File: config.mk
export PLATFORM = sky130hd
export DESIGN_NAME = color_palette_memory_unit_flat
export DESIGN_NICKNAME = d
export VERILOG_FILES = /design/src/sv/cpm_pkg.sv /design/src/sv/cpm_if.sv /design/src/sv/cpm_palette_bank.sv /design/src/sv/cpm_color_correct.sv /design/src/sv/color_palette_memory_unit.sv /design/src/flat_wrapper.sv
export SDC_FILE = /design/constraint.sdc
export NUM_CORES = 2
export LEC_CHECK = 0
export ABC_CLOCK_PERIOD_IN_PS = 14400
export BUFFER_PORTS_ARGS = -buffer_cell sky130_fd_sc_hd__buf_4
export CAP_MARGIN = 20
export CORE_ASPECT_RATIO = 1.2
export CORE_MARGIN = 5
export CORE_UTILIZATION = 35
export CTS_BUF_LIST = sky130_fd_sc_hd__clkbuf_16
export CTS_CLUSTER_SIZE = 14
export DETAILED_ROUTE_END_ITERATION = 10
export GPL_ROUTABILITY_DRIVEN = 0
export GPL_TIMING_DRIVEN = 0
export PLACE_DENSITY = 0.47
export SLEW_MARGIN = 25
export SYNTH_ARGS = -nofsm -noshare
export SYNTH_HDL_FRONTEND = slang
export SYNTH_SLANG_ARGS = --single-unit
export TNS_END_PERCENT = 100
File: constraint.sdc
create_clock -name clk -period 14.4 [get_ports clk]
set_input_delay 0.72 -clock clk [delete_from_list [all_inputs] [get_ports clk]]
set_output_delay 0.72 -clock clk [all_outputs]
set_load 0.05 [all_outputs]
File: src/sv/cpm_pkg.sv
// ============================================================================
// Color palette memory unit package
// Shared types, widths and codes for the palette memory unit.
// ============================================================================
package cpm_pkg;

    localparam int DEFAULT_PALETTE_COUNT = 8;

    localparam int OPCODE_W     = 3;
    localparam int PAL_NUM_W    = 3;
    localparam int COLOR_NUM_W  = 2;
    localparam int ENTRY_ADDR_W = PAL_NUM_W + COLOR_NUM_W;
    localparam int INDEX_W      = ENTRY_ADDR_W + 1;
    localparam int CHAN_W       = 5;
    localparam int ENTRY_W      = 3 * CHAN_W;
    localparam int BYTE_W       = 8;
    localparam int RGBA_W       = 32;

    localparam logic [BYTE_W-1:0] MISSING_PALETTE_BYTE = 8'hFF;
    localparam logic [BYTE_W-1:0] ALPHA_OPAQUE         = 8'hFF;
    localparam logic [RGBA_W-1:0] OPAQUE_BLACK         = 32'hFF00_0000;

    typedef enum logic [OPCODE_W-1:0] {
        OP_WR_INDEX = 3'd0,
        OP_RD_INDEX = 3'd1,
        OP_WR_DATA  = 3'd2,
        OP_RD_DATA  = 3'd3,
        OP_LOOKUP   = 3'd4
    } opcode_t;

    // One request beat as held in the input register.
    typedef struct packed {
        logic [OPCODE_W-1:0]    opcode;
        logic                   which_table;
        logic [BYTE_W-1:0]      data_byte;
        logic [PAL_NUM_W-1:0]   palette_number;
        logic [COLOR_NUM_W-1:0] color_number;
    } req_item_t;

    // Control toward one palette bank.
    typedef struct packed {
        logic                   wr_index;
        logic                   wr_data;
        logic                   lookup;
        logic [BYTE_W-1:0]      data;
        logic [PAL_NUM_W-1:0]   palette;
        logic [COLOR_NUM_W-1:0] color;
    } bank_cmd_t;

    // What one palette bank shows back.
    typedef struct packed {
        logic [INDEX_W-1:0] index;
        logic               autoinc;
        logic               present;
        logic [ENTRY_W-1:0] entry;
    } bank_view_t;

endpackage

File: src/sv/cpm_if.sv
// ============================================================================
// Color palette memory unit channels
// Valid/ready channels for request beats and result beats.
// ============================================================================
interface cpm_req_if;
    import cpm_pkg::*;

    logic                   valid;
    logic                   ready;
    logic [OPCODE_W-1:0]    opcode;
    logic                   which_table;
    logic [BYTE_W-1:0]      data_byte;
    logic [PAL_NUM_W-1:0]   palette_number;
    logic [COLOR_NUM_W-1:0] color_number;

    modport source (
        output valid, opcode, which_table, data_byte, palette_number, color_number,
        input  ready
    );
    modport sink (
        input  valid, opcode, which_table, data_byte, palette_number, color_number,
        output ready
    );
endinterface

interface cpm_rsp_if;
    import cpm_pkg::*;

    logic              valid;
    logic              ready;
    logic [BYTE_W-1:0] read_byte;
    logic [RGBA_W-1:0] rgba_color;

    modport source (
        output valid, read_byte, rgba_color,
        input  ready
    );
    modport sink (
        input  valid, read_byte, rgba_color,
        output ready
    );
endinterface

File: src/sv/cpm_palette_bank.sv
// ============================================================================
// Palette bank
// One palette memory with its index register and auto-increment bit.
// ============================================================================
module cpm_palette_bank #(
    parameter int PALETTE_COUNT = cpm_pkg::DEFAULT_PALETTE_COUNT
) (
    input  logic               clk,
    input  logic               rst_n,
    input  cpm_pkg::bank_cmd_t cmd,
    output cpm_pkg::bank_view_t view
);
    import cpm_pkg::*;

    localparam int ENTRY_COUNT = PALETTE_COUNT * 4;
    localparam int AW          = $clog2(ENTRY_COUNT);
    localparam logic [PAL_NUM_W:0] PAL_LIMIT = (PAL_NUM_W + 1)'(PALETTE_COUNT);

    logic [ENTRY_W-1:0]      store_reg [ENTRY_COUNT];
    logic [INDEX_W-1:0]      index_reg;
    logic [INDEX_W-1:0]      index_next;
    logic                    autoinc_reg;
    logic                    autoinc_next;
    logic [ENTRY_ADDR_W-1:0] addr;
    logic                    present;
    logic [ENTRY_W-1:0]      cur;
    logic [ENTRY_W-1:0]      entry_next;
    logic [CHAN_W-1:0]       r_new;
    logic [CHAN_W-1:0]       g_new;
    logic [CHAN_W-1:0]       b_new;

    // Lookups address by palette and color; port accesses by the byte index.
    assign addr    = cmd.lookup ? {cmd.palette, cmd.color}
                                : index_reg[INDEX_W-1:1];
    assign present = {1'b0, addr[ENTRY_ADDR_W-1:COLOR_NUM_W]} < PAL_LIMIT;
    assign cur     = present ? store_reg[addr[AW-1:0]] : '0;

    always_comb
    begin
        r_new = cur[CHAN_W-1:0];
        g_new = cur[2*CHAN_W-1:CHAN_W];
        b_new = cur[3*CHAN_W-1:2*CHAN_W];
        if (!index_reg[0])
        begin
            r_new      = cmd.data[4:0];
            g_new[2:0] = cmd.data[7:5];
        end
        else
        begin
            g_new[4:3] = cmd.data[1:0];
            b_new      = cmd.data[6:2];
        end
        entry_next = {b_new, g_new, r_new};
    end

    always_comb
    begin
        index_next   = index_reg;
        autoinc_next = autoinc_reg;
        if (cmd.wr_index)
        begin
            index_next   = cmd.data[INDEX_W-1:0];
            autoinc_next = cmd.data[BYTE_W-1];
        end
        else if (cmd.wr_data && autoinc_reg)
        begin
            index_next = index_reg + INDEX_W'(1);
        end
    end

    always_ff @(posedge clk or negedge rst_n)
    begin
        if (!rst_n)
        begin
            index_reg   <= '0;
            autoinc_reg <= 1'b0;
        end
        else
        begin
            index_reg   <= index_next;
            autoinc_reg <= autoinc_next;
        end
    end

    always_ff @(posedge clk or negedge rst_n)
    begin
        if (!rst_n)
        begin
            for (int i = 0; i < ENTRY_COUNT; i++)
            begin
                store_reg[i] <= '0;
            end
        end
        else if (cmd.wr_data && present)
        begin
            store_reg[addr[AW-1:0]] <= entry_next;
        end
    end

    assign view.index   = index_reg;
    assign view.autoinc = autoinc_reg;
    assign view.present = present;
    assign view.entry   = cur;

endmodule

File: src/sv/cpm_color_correct.sv
// ============================================================================
// Color correction
// Mixes the 5-bit channels and expands them to an opaque 8-bit RGBA word.
// ============================================================================
module cpm_color_correct (
    input  logic [cpm_pkg::ENTRY_W-1:0] entry,
    output logic [cpm_pkg::RGBA_W-1:0]  rgba
);
    import cpm_pkg::*;

    localparam int SUM_W = CHAN_W + 5;

    logic [SUM_W-1:0]  r5;
    logic [SUM_W-1:0]  g5;
    logic [SUM_W-1:0]  b5;
    logic [SUM_W-1:0]  sum_r;
    logic [SUM_W-1:0]  sum_g;
    logic [SUM_W-1:0]  sum_b;
    logic [CHAN_W-1:0] cr;
    logic [CHAN_W-1:0] cg;
    logic [CHAN_W-1:0] cb;

    assign r5 = SUM_W'(entry[CHAN_W-1:0]);
    assign g5 = SUM_W'(entry[2*CHAN_W-1:CHAN_W]);
    assign b5 = SUM_W'(entry[3*CHAN_W-1:2*CHAN_W]);

    // Weights sum to 32, so each sum fits ten bits and the top five bits
    // are the corrected channel.
    assign sum_r = r5 * SUM_W'(26) + g5 * SUM_W'(4)  + b5 * SUM_W'(2);
    assign sum_g = r5 * SUM_W'(6)  + g5 * SUM_W'(24) + b5 * SUM_W'(2);
    assign sum_b = r5 * SUM_W'(2)  + g5 * SUM_W'(4)  + b5 * SUM_W'(26);

    assign cr = sum_r[SUM_W-1:5];
    assign cg = sum_g[SUM_W-1:5];
    assign cb = sum_b[SUM_W-1:5];

    assign rgba = {ALPHA_OPAQUE,
                   cb, cb[4:2],
                   cg, cg[4:2],
                   cr, cr[4:2]};

endmodule

File: src/sv/color_palette_memory_unit.sv
// ============================================================================
// Color palette memory unit: a beat passes an input and an output register.
// Throughput is one request beat per cycle unless results stall, set by the
// single compute stage. Reset clears both palette memories, index registers
// and auto-increment bits at once; the unit accepts beats right after reset.
// ============================================================================
module color_palette_memory_unit #(
    parameter int PALETTE_COUNT = cpm_pkg::DEFAULT_PALETTE_COUNT
) (
    input logic    clk,
    input logic    rst_n,
    cpm_req_if.sink   req,
    cpm_rsp_if.source rsp
);
    import cpm_pkg::*;

    // The unit holds a background and an object palette bank. Each request
    // beat lands in an input register; from there the selected bank is read,
    // updated as it moves on, and any result goes to the output register.
    // Index writes and data writes produce no result beat. Index reads, data
    // reads and color lookups produce exactly one.

    req_item_t         req_reg;
    logic              s1_valid_reg;
    logic              s1_fire;
    logic              out_free;
    logic              out_valid_reg;
    logic [BYTE_W-1:0] read_byte_reg;
    logic [RGBA_W-1:0] rgba_reg;

    opcode_t           op;
    bank_cmd_t         bg_cmd;
    bank_cmd_t         obj_cmd;
    bank_view_t        bg_view;
    bank_view_t        obj_view;
    bank_view_t        view;
    logic [RGBA_W-1:0] corrected;
    logic              has_result;
    logic [BYTE_W-1:0] byte_res;
    logic [RGBA_W-1:0] rgba_res;

    // ------------------------------------------------------------------
    // Flow control. The compute stage moves when the output register is
    // empty or being drained this cycle, and the input register refills
    // whenever it is empty or moving on.
    // ------------------------------------------------------------------
    assign out_free  = !out_valid_reg || rsp.ready;
    assign s1_fire   = s1_valid_reg && out_free;
    assign req.ready = !s1_valid_reg || s1_fire;

    always_ff @(posedge clk or negedge rst_n)
    begin
        if (!rst_n)
        begin
            s1_valid_reg <= 1'b0;
        end
        else if (req.ready)
        begin
            s1_valid_reg <= req.valid;
        end
    end

    always_ff @(posedge clk)
    begin
        if (req.valid && req.ready)
        begin
            req_reg.opcode         <= req.opcode;
            req_reg.which_table    <= req.which_table;
            req_reg.data_byte      <= req.data_byte;
            req_reg.palette_number <= req.palette_number;
            req_reg.color_number   <= req.color_number;
        end
    end

    // ------------------------------------------------------------------
    // Bank control. Writes only take effect when the held beat moves on,
    // so a stalled beat never touches the state twice.
    // ------------------------------------------------------------------
    assign op = opcode_t'(req_reg.opcode);

    always_comb
    begin
        bg_cmd.wr_index  = s1_fire && (op == OP_WR_INDEX) && !req_reg.which_table;
        bg_cmd.wr_data   = s1_fire && (op == OP_WR_DATA)  && !req_reg.which_table;
        bg_cmd.lookup    = (op == OP_LOOKUP);
        bg_cmd.data      = req_reg.data_byte;
        bg_cmd.palette   = req_reg.palette_number;
        bg_cmd.color     = req_reg.color_number;

        obj_cmd          = bg_cmd;
        obj_cmd.wr_index = s1_fire && (op == OP_WR_INDEX) && req_reg.which_table;
        obj_cmd.wr_data  = s1_fire && (op == OP_WR_DATA)  && req_reg.which_table;
    end

    cpm_palette_bank #(
        .PALETTE_COUNT(PALETTE_COUNT)
    ) u_bg_bank (
        .clk  (clk),
        .rst_n(rst_n),
        .cmd  (bg_cmd),
        .view (bg_view)
    );

    cpm_palette_bank #(
        .PALETTE_COUNT(PALETTE_COUNT)
    ) u_obj_bank (
        .clk  (clk),
        .rst_n(rst_n),
        .cmd  (obj_cmd),
        .view (obj_view)
    );

    assign view = req_reg.which_table ? obj_view : bg_view;

    cpm_color_correct u_color_correct (
        .entry(view.entry),
        .rgba (corrected)
    );

    // ------------------------------------------------------------------
    // Result forming. The index reads back with bit 6 always set. A data
    // read from a palette beyond the configured count returns all ones,
    // and a lookup there returns opaque black.
    // ------------------------------------------------------------------
    always_comb
    begin
        has_result = 1'b0;
        byte_res   = '0;
        rgba_res   = '0;
        unique case (op)
            OP_RD_INDEX:
            begin
                has_result = 1'b1;
                byte_res   = {view.autoinc, 1'b1, view.index};
            end
            OP_RD_DATA:
            begin
                has_result = 1'b1;
                if (!view.present)
                begin
                    byte_res = MISSING_PALETTE_BYTE;
                end
                else if (!view.index[0])
                begin
                    byte_res = {view.entry[7:5], view.entry[4:0]};
                end
                else
                begin
                    byte_res = {1'b0, view.entry[14:10], view.entry[9:8]};
                end
            end
            OP_LOOKUP:
            begin
                has_result = 1'b1;
                rgba_res   = view.present ? corrected : OPAQUE_BLACK;
            end
            OP_WR_INDEX, OP_WR_DATA:
            begin
                has_result = 1'b0;
            end
            default:
            begin
                has_result = 1'b0;
            end
        endcase
    end

    // ------------------------------------------------------------------
    // Output register. It parts the result channel from the compute stage,
    // so a new request beat is taken while a result beat waits.
    // ------------------------------------------------------------------
    always_ff @(posedge clk or negedge rst_n)
    begin
        if (!rst_n)
        begin
            out_valid_reg <= 1'b0;
        end
        else if (s1_fire)
        begin
            out_valid_reg <= has_result;
        end
        else if (rsp.ready)
        begin
            out_valid_reg <= 1'b0;
        end
    end

    always_ff @(posedge clk)
    begin
        if (s1_fire)
        begin
            read_byte_reg <= byte_res;
            rgba_reg      <= rgba_res;
        end
    end

    assign rsp.valid      = out_valid_reg;
    assign rsp.read_byte  = read_byte_reg;
    assign rsp.rgba_color = rgba_reg;

`ifndef ASSERT_OFF
    // The input side only stalls behind a held beat whose result is blocked.
    a_ready_stall: assert property (@(posedge clk) disable iff (!rst_n)
        !req.ready |-> (s1_valid_reg && out_valid_reg && !rsp.ready))
        else $error("request side stalled without a blocked result");

    // A reading beat that moves on always leaves a result beat behind.
    a_result_made: assert property (@(posedge clk) disable iff (!rst_n)
        (s1_fire && has_result) |=> rsp.valid)
        else $error("result beat lost after a reading beat");

    // A background index write lands in the index register.
    a_bg_index_wr: assert property (@(posedge clk) disable iff (!rst_n)
        bg_cmd.wr_index |=> (bg_view.index == $past(req_reg.data_byte[INDEX_W-1:0])))
        else $error("background index write not taken");

    // An object index write lands in the index register.
    a_obj_index_wr: assert property (@(posedge clk) disable iff (!rst_n)
        obj_cmd.wr_index |=> (obj_view.index == $past(req_reg.data_byte[INDEX_W-1:0])))
        else $error("object index write not taken");
`endif

endmodule
File: src/flat_wrapper.sv
// flat-port wrapper written by rule: the top's interface ports become plain ports
module color_palette_memory_unit_flat import cpm_pkg::*;
#(
    parameter int PALETTE_COUNT = cpm_pkg::DEFAULT_PALETTE_COUNT
)
  (clk, rst_n, req_valid, req_opcode, req_which_table, req_data_byte, req_palette_number, req_color_number, req_ready, rsp_valid, rsp_read_byte, rsp_rgba_color, rsp_ready);
  cpm_req_if req_i ();
  cpm_rsp_if rsp_i ();
  input logic clk;
  input logic rst_n;
  input wire logic [$bits(req_i.valid)-1:0] req_valid;
  input wire logic [$bits(req_i.opcode)-1:0] req_opcode;
  input wire logic [$bits(req_i.which_table)-1:0] req_which_table;
  input wire logic [$bits(req_i.data_byte)-1:0] req_data_byte;
  input wire logic [$bits(req_i.palette_number)-1:0] req_palette_number;
  input wire logic [$bits(req_i.color_number)-1:0] req_color_number;
  output wire logic [$bits(req_i.ready)-1:0] req_ready;
  output wire logic [$bits(rsp_i.valid)-1:0] rsp_valid;
  output wire logic [$bits(rsp_i.read_byte)-1:0] rsp_read_byte;
  output wire logic [$bits(rsp_i.rgba_color)-1:0] rsp_rgba_color;
  input wire logic [$bits(rsp_i.ready)-1:0] rsp_ready;
  assign req_i.valid = req_valid;
  assign req_i.opcode = req_opcode;
  assign req_i.which_table = req_which_table;
  assign req_i.data_byte = req_data_byte;
  assign req_i.palette_number = req_palette_number;
  assign req_i.color_number = req_color_number;
  assign req_ready = req_i.ready;
  assign rsp_valid = rsp_i.valid;
  assign rsp_read_byte = rsp_i.read_byte;
  assign rsp_rgba_color = rsp_i.rgba_color;
  assign rsp_i.ready = rsp_ready;
  color_palette_memory_unit #(.PALETTE_COUNT(PALETTE_COUNT)) u_core (.clk(clk), .rst_n(rst_n), .req(req_i), .rsp(rsp_i));
endmodule
==> out/summary.md <==
The synthesized design contains 41 enable-type register cells. IR analysis of the VDD net gives a maximum drop of 172 uV. For this block, the via count after detailed routing is 42500. From left edge to right edge, the die measures 347 um. On the worst path, the slowest cell contributes a delay of 0.94 ns.

The filler cells instantiated in the layout total 14100. The Yosys step of the flow raised 0 warnings. The run gives 4466 as the initial detailed-routing violation count.

The flow ran to the end, and the final reports show no timing, DRC or antenna violations. Measured along the y axis, the die boundary spans 414 um. The signal on the critical path passes through or3b_4, buf_6, a21o_1, buf_2, buf_2, clkbuf_1, nand2_1, a31oi_1, o22ai_1, nor4_1, mux2i_1, inv_1, ha_1, fa_1, inv_1, fa_1, inv_1, fa_1, ha_1, or3_1, o211ai_2, a21boi_1, o311a_1. The tools report the type of origin of the critical path as a flip-flop. The HPWL after detailed placement is 162000 um. TritonCTS built the clock tree.

STA classifies the critical path endpoint as a flip-flop. Entering global routing, the biggest net connects 131 pins. For the pin with the worst max-slew slack, the measured transition is 1.15 ns. Yosys attributes the largest share of cell area to dfrtp_1, nand2_1, o21ai_0, mux2i_1, clkbuf_1.

The number of sinks handled by clock tree synthesis was 1017; the remaining global-route overflow was 0. 63 I/O pins were placed. The clock edge transition at the registers on the reported setup and hold paths came out at 0.06 ns. The critical path is of the flip-flop to flip-flop type. Counting every net in the synthesized netlist gives 5533. For the finished layout, the period the worst path requires is 8.61 ns. The initial utilization of the core area, before any placement, comes to 35.2%. In this run the critical register-to-register path is captured at u_core.rsp.rgba_color[22]. CTS placed an instance of clkbuf_16 at the clock tree root. The slowest stage of the critical path belongs to the cell nor4_1. The average instance area after synthesis was 8.77 sq um; the static power due to leakage was 23.7 nW. The cell type contributing the most total cell area after synthesis was dfrtp_1. Global routing used 30.8% of the available tracks. The first global-routing pass estimated 319000 um of wire. The logs give 21.1% for the worst slew margin relative to its limit and 0.166 ns for the worst hold margin. The final cell utilization of the core is 40.3%, and the final total negative setup slack is 0 ns. The worst hold path endpoint was u_core.op[2]. Data on the critical path is required at its endpoint by 14.88 ns. The path class of the tightest hold or removal check is primary input to flip-flop. The count of buffers added on input and output ports is 62. The number of distinct library cells after synthesis is 59.

The number of global-route vias before repair is 41800. Routed via count divided by cell count: 5.65. The number of buffers inserted during clock tree synthesis came out at 116.

The worst path uses 59.8% of the clock period. For this run, the top clock speed supported by timing is 116 MHz. The net count of the finished layout is 5729. In this run the biggest area consumer among cell types represents 51.2% of the synthesized area. The max-slew violation count was 0. The share of synthesized flip-flops with an asynchronous set or reset came out at 96.0%. The hold violation total from the final report was 0; the post-detailed-routing wire length was 227000 um.

Synthesis handed over a netlist of 5437 instances. The number of cell instances on the worst register-to-register path was 23. The worst register-to-register path begins at u_core.op[2]. In the synthesized netlist the dominant register cell turns out to be dfrtp_1. The clock tree synthesis step divided the H-tree into 3 levels.

Setup repair after global routing left no endpoint under its margin. In the final layout, the multi-input gates occupy 19800 sq um. In the final routed layout, each cell accounts on average for 30.1 um. The run gives 148 as the number of core rows. The commonest cells after synthesis are nand2_1, dfrtp_1, o21ai_0.

The clock latency reported for the late side of the worst-skew pair is 0.76 ns, and the register-to-register setup slack is 5.79 ns. The number of cells traversed by the worst hold path was 1. Of the cells placed in the final design, the portion with a size suffix greater than 1 is 7.66%.

The tools report the startpoint of the worst hold path as req_opcode[2]. From synthesis to final layout, the design area changed by 14.4%. Most instantiated library cell after synthesis: nand2_1. The number of buffers on the longest clock path was 3; the worst-path maximum fanout was 10. In this run, post-CTS repair resized a total of 0 instances.

Data arrives at the worst endpoint at 9.09 ns. The placeable core region was 136000 sq um; the total power per unit cell area was 225 nW/um^2. Number of flip-flops and latches in the synthesized netlist: 1017. The number of nets still failing antenna checks after routing is 0. The initial antenna violation count was 9. Number of failing setup endpoints in the final timing report: 0. Sequential cells were found to cover 53.8% of the synthesized design area. The first detailed-routing pass took 6 iterations. The die covers 144000 sq um. In the routed design, unresolved DRC markers number 0. For the cell area after synthesis, the log shows 47700 sq um. The number of maximum-capacitance violations is 0, and the worst setup skew after layout is 0.0487 ns.

Registers take 25700 sq um.
-- stage by stage --
step	std cells	instance area, sq um	setup slack (ns)	power (mW)
5_1_grt	7529	54600	5.95	12.8
4_1_cts	7529	54500	6.15	12.2
2_1_floorplan	5437	47700	8.55	6.55
6_report	7532	54600	5.79	12.3
3_3_place_gp	7299	50400	0.0709	9.20
3_5_place_dp	7314	50800	6.18	9.23
-- report_power, final --
part	switching [mW]	internal [mW]	total (mW)
sequential	0.159	3.14	3.29
clock	1.30	1.71	3.00
combinational	4.44	1.56	6.01
-- how the worst max path moves through the flow --
| stage | from | endpoint | slack [ns] | cells past startpoint |
|---|---|---|---|---|
| after global routing | u_core.op[0] | u_core.rsp.rgba_color[22] | 5.95 | 23 |
| final | u_core.op[2] | u_core.rsp.rgba_color[22] | 5.79 | 23 |
| after CTS | u_core.op[2] | u_core.rsp.rgba_color[22] | 6.15 | 23 |
| after detailed placement | u_core.op[2] | u_core.rsp.rgba_color[22] | 6.18 | 23 |
| after global placement | rst_n | u_core.u_bg_bank.store_reg[283] | 0.07 | 1 |
| after floorplan | u_core.op[0] | u_core.rsp.rgba_color[22] | 8.55 | 23 |
-- cells by family (layout without fill, tap and decap cells) --
| logic type | after synthesis | in the layout | synth area share, % |
|---|---|---|---|
| xor+xnor | 29 | 29 | 0.533 |
| buf+inv | 523 | 815 | 4.82 |
| other cells | 0 | 3 | 0 |
| mux | 169 | 169 | 3.72 |
| compound gates | 1317 | 1317 | 15.1 |
| flops | 1017 | 1017 | 53.8 |
| simple gates | 2307 | 2307 | 19.8 |
| fa+ha+maj | 75 | 75 | 2.22 |
-- layout make-up --
type / instances / area share [%]
diodes: 3 / 0.0138
plain buffers: 475 / 3.92
clock buffers: 118 / 5.41
clock inverters: 96 / 1.45
inverters: 48 / 0.332
multi-input cells: 3897 / 36.3
flip-flops and latches: 1017 / 47.0
well taps: 1800 / 4.13
repair buffers: 78 / 1.43
-- layout by cell type (no fill, tap or decap), drive strengths merged, types with 50 or more instances in the layout --
cell type  count
nand3        134
clkbuf       457
clkinv        50
mux2i        158
and3         149
dfrtp        976
ha            59
nor2          51
nand2       1890
o21ai        967
a31oi        166
buf          213
inv           76
o22ai         73
-- layer usage --
layer	routed length (um)	GRT usage [%]
met1	83000	35.6
met2	106000	50.9
met3	15700	5.47
met4	21900	23.6
met5	23	0
-- repair_timing --
action	CTS	global route
buffers inserted	0	0
hold buffers	1	0
endpoints found under the hold margin	24	0
-- critical path, delay by kind of cell (launching register included) --
kind	cells	cell delay, ns
compound gates	6	1.62
fa+ha+maj	5	1.96
buf+inv	7	2.07
flops	1	0.42
mux	1	0.49
simple gates	4	1.77
Power figures use the tool's default switching activity.
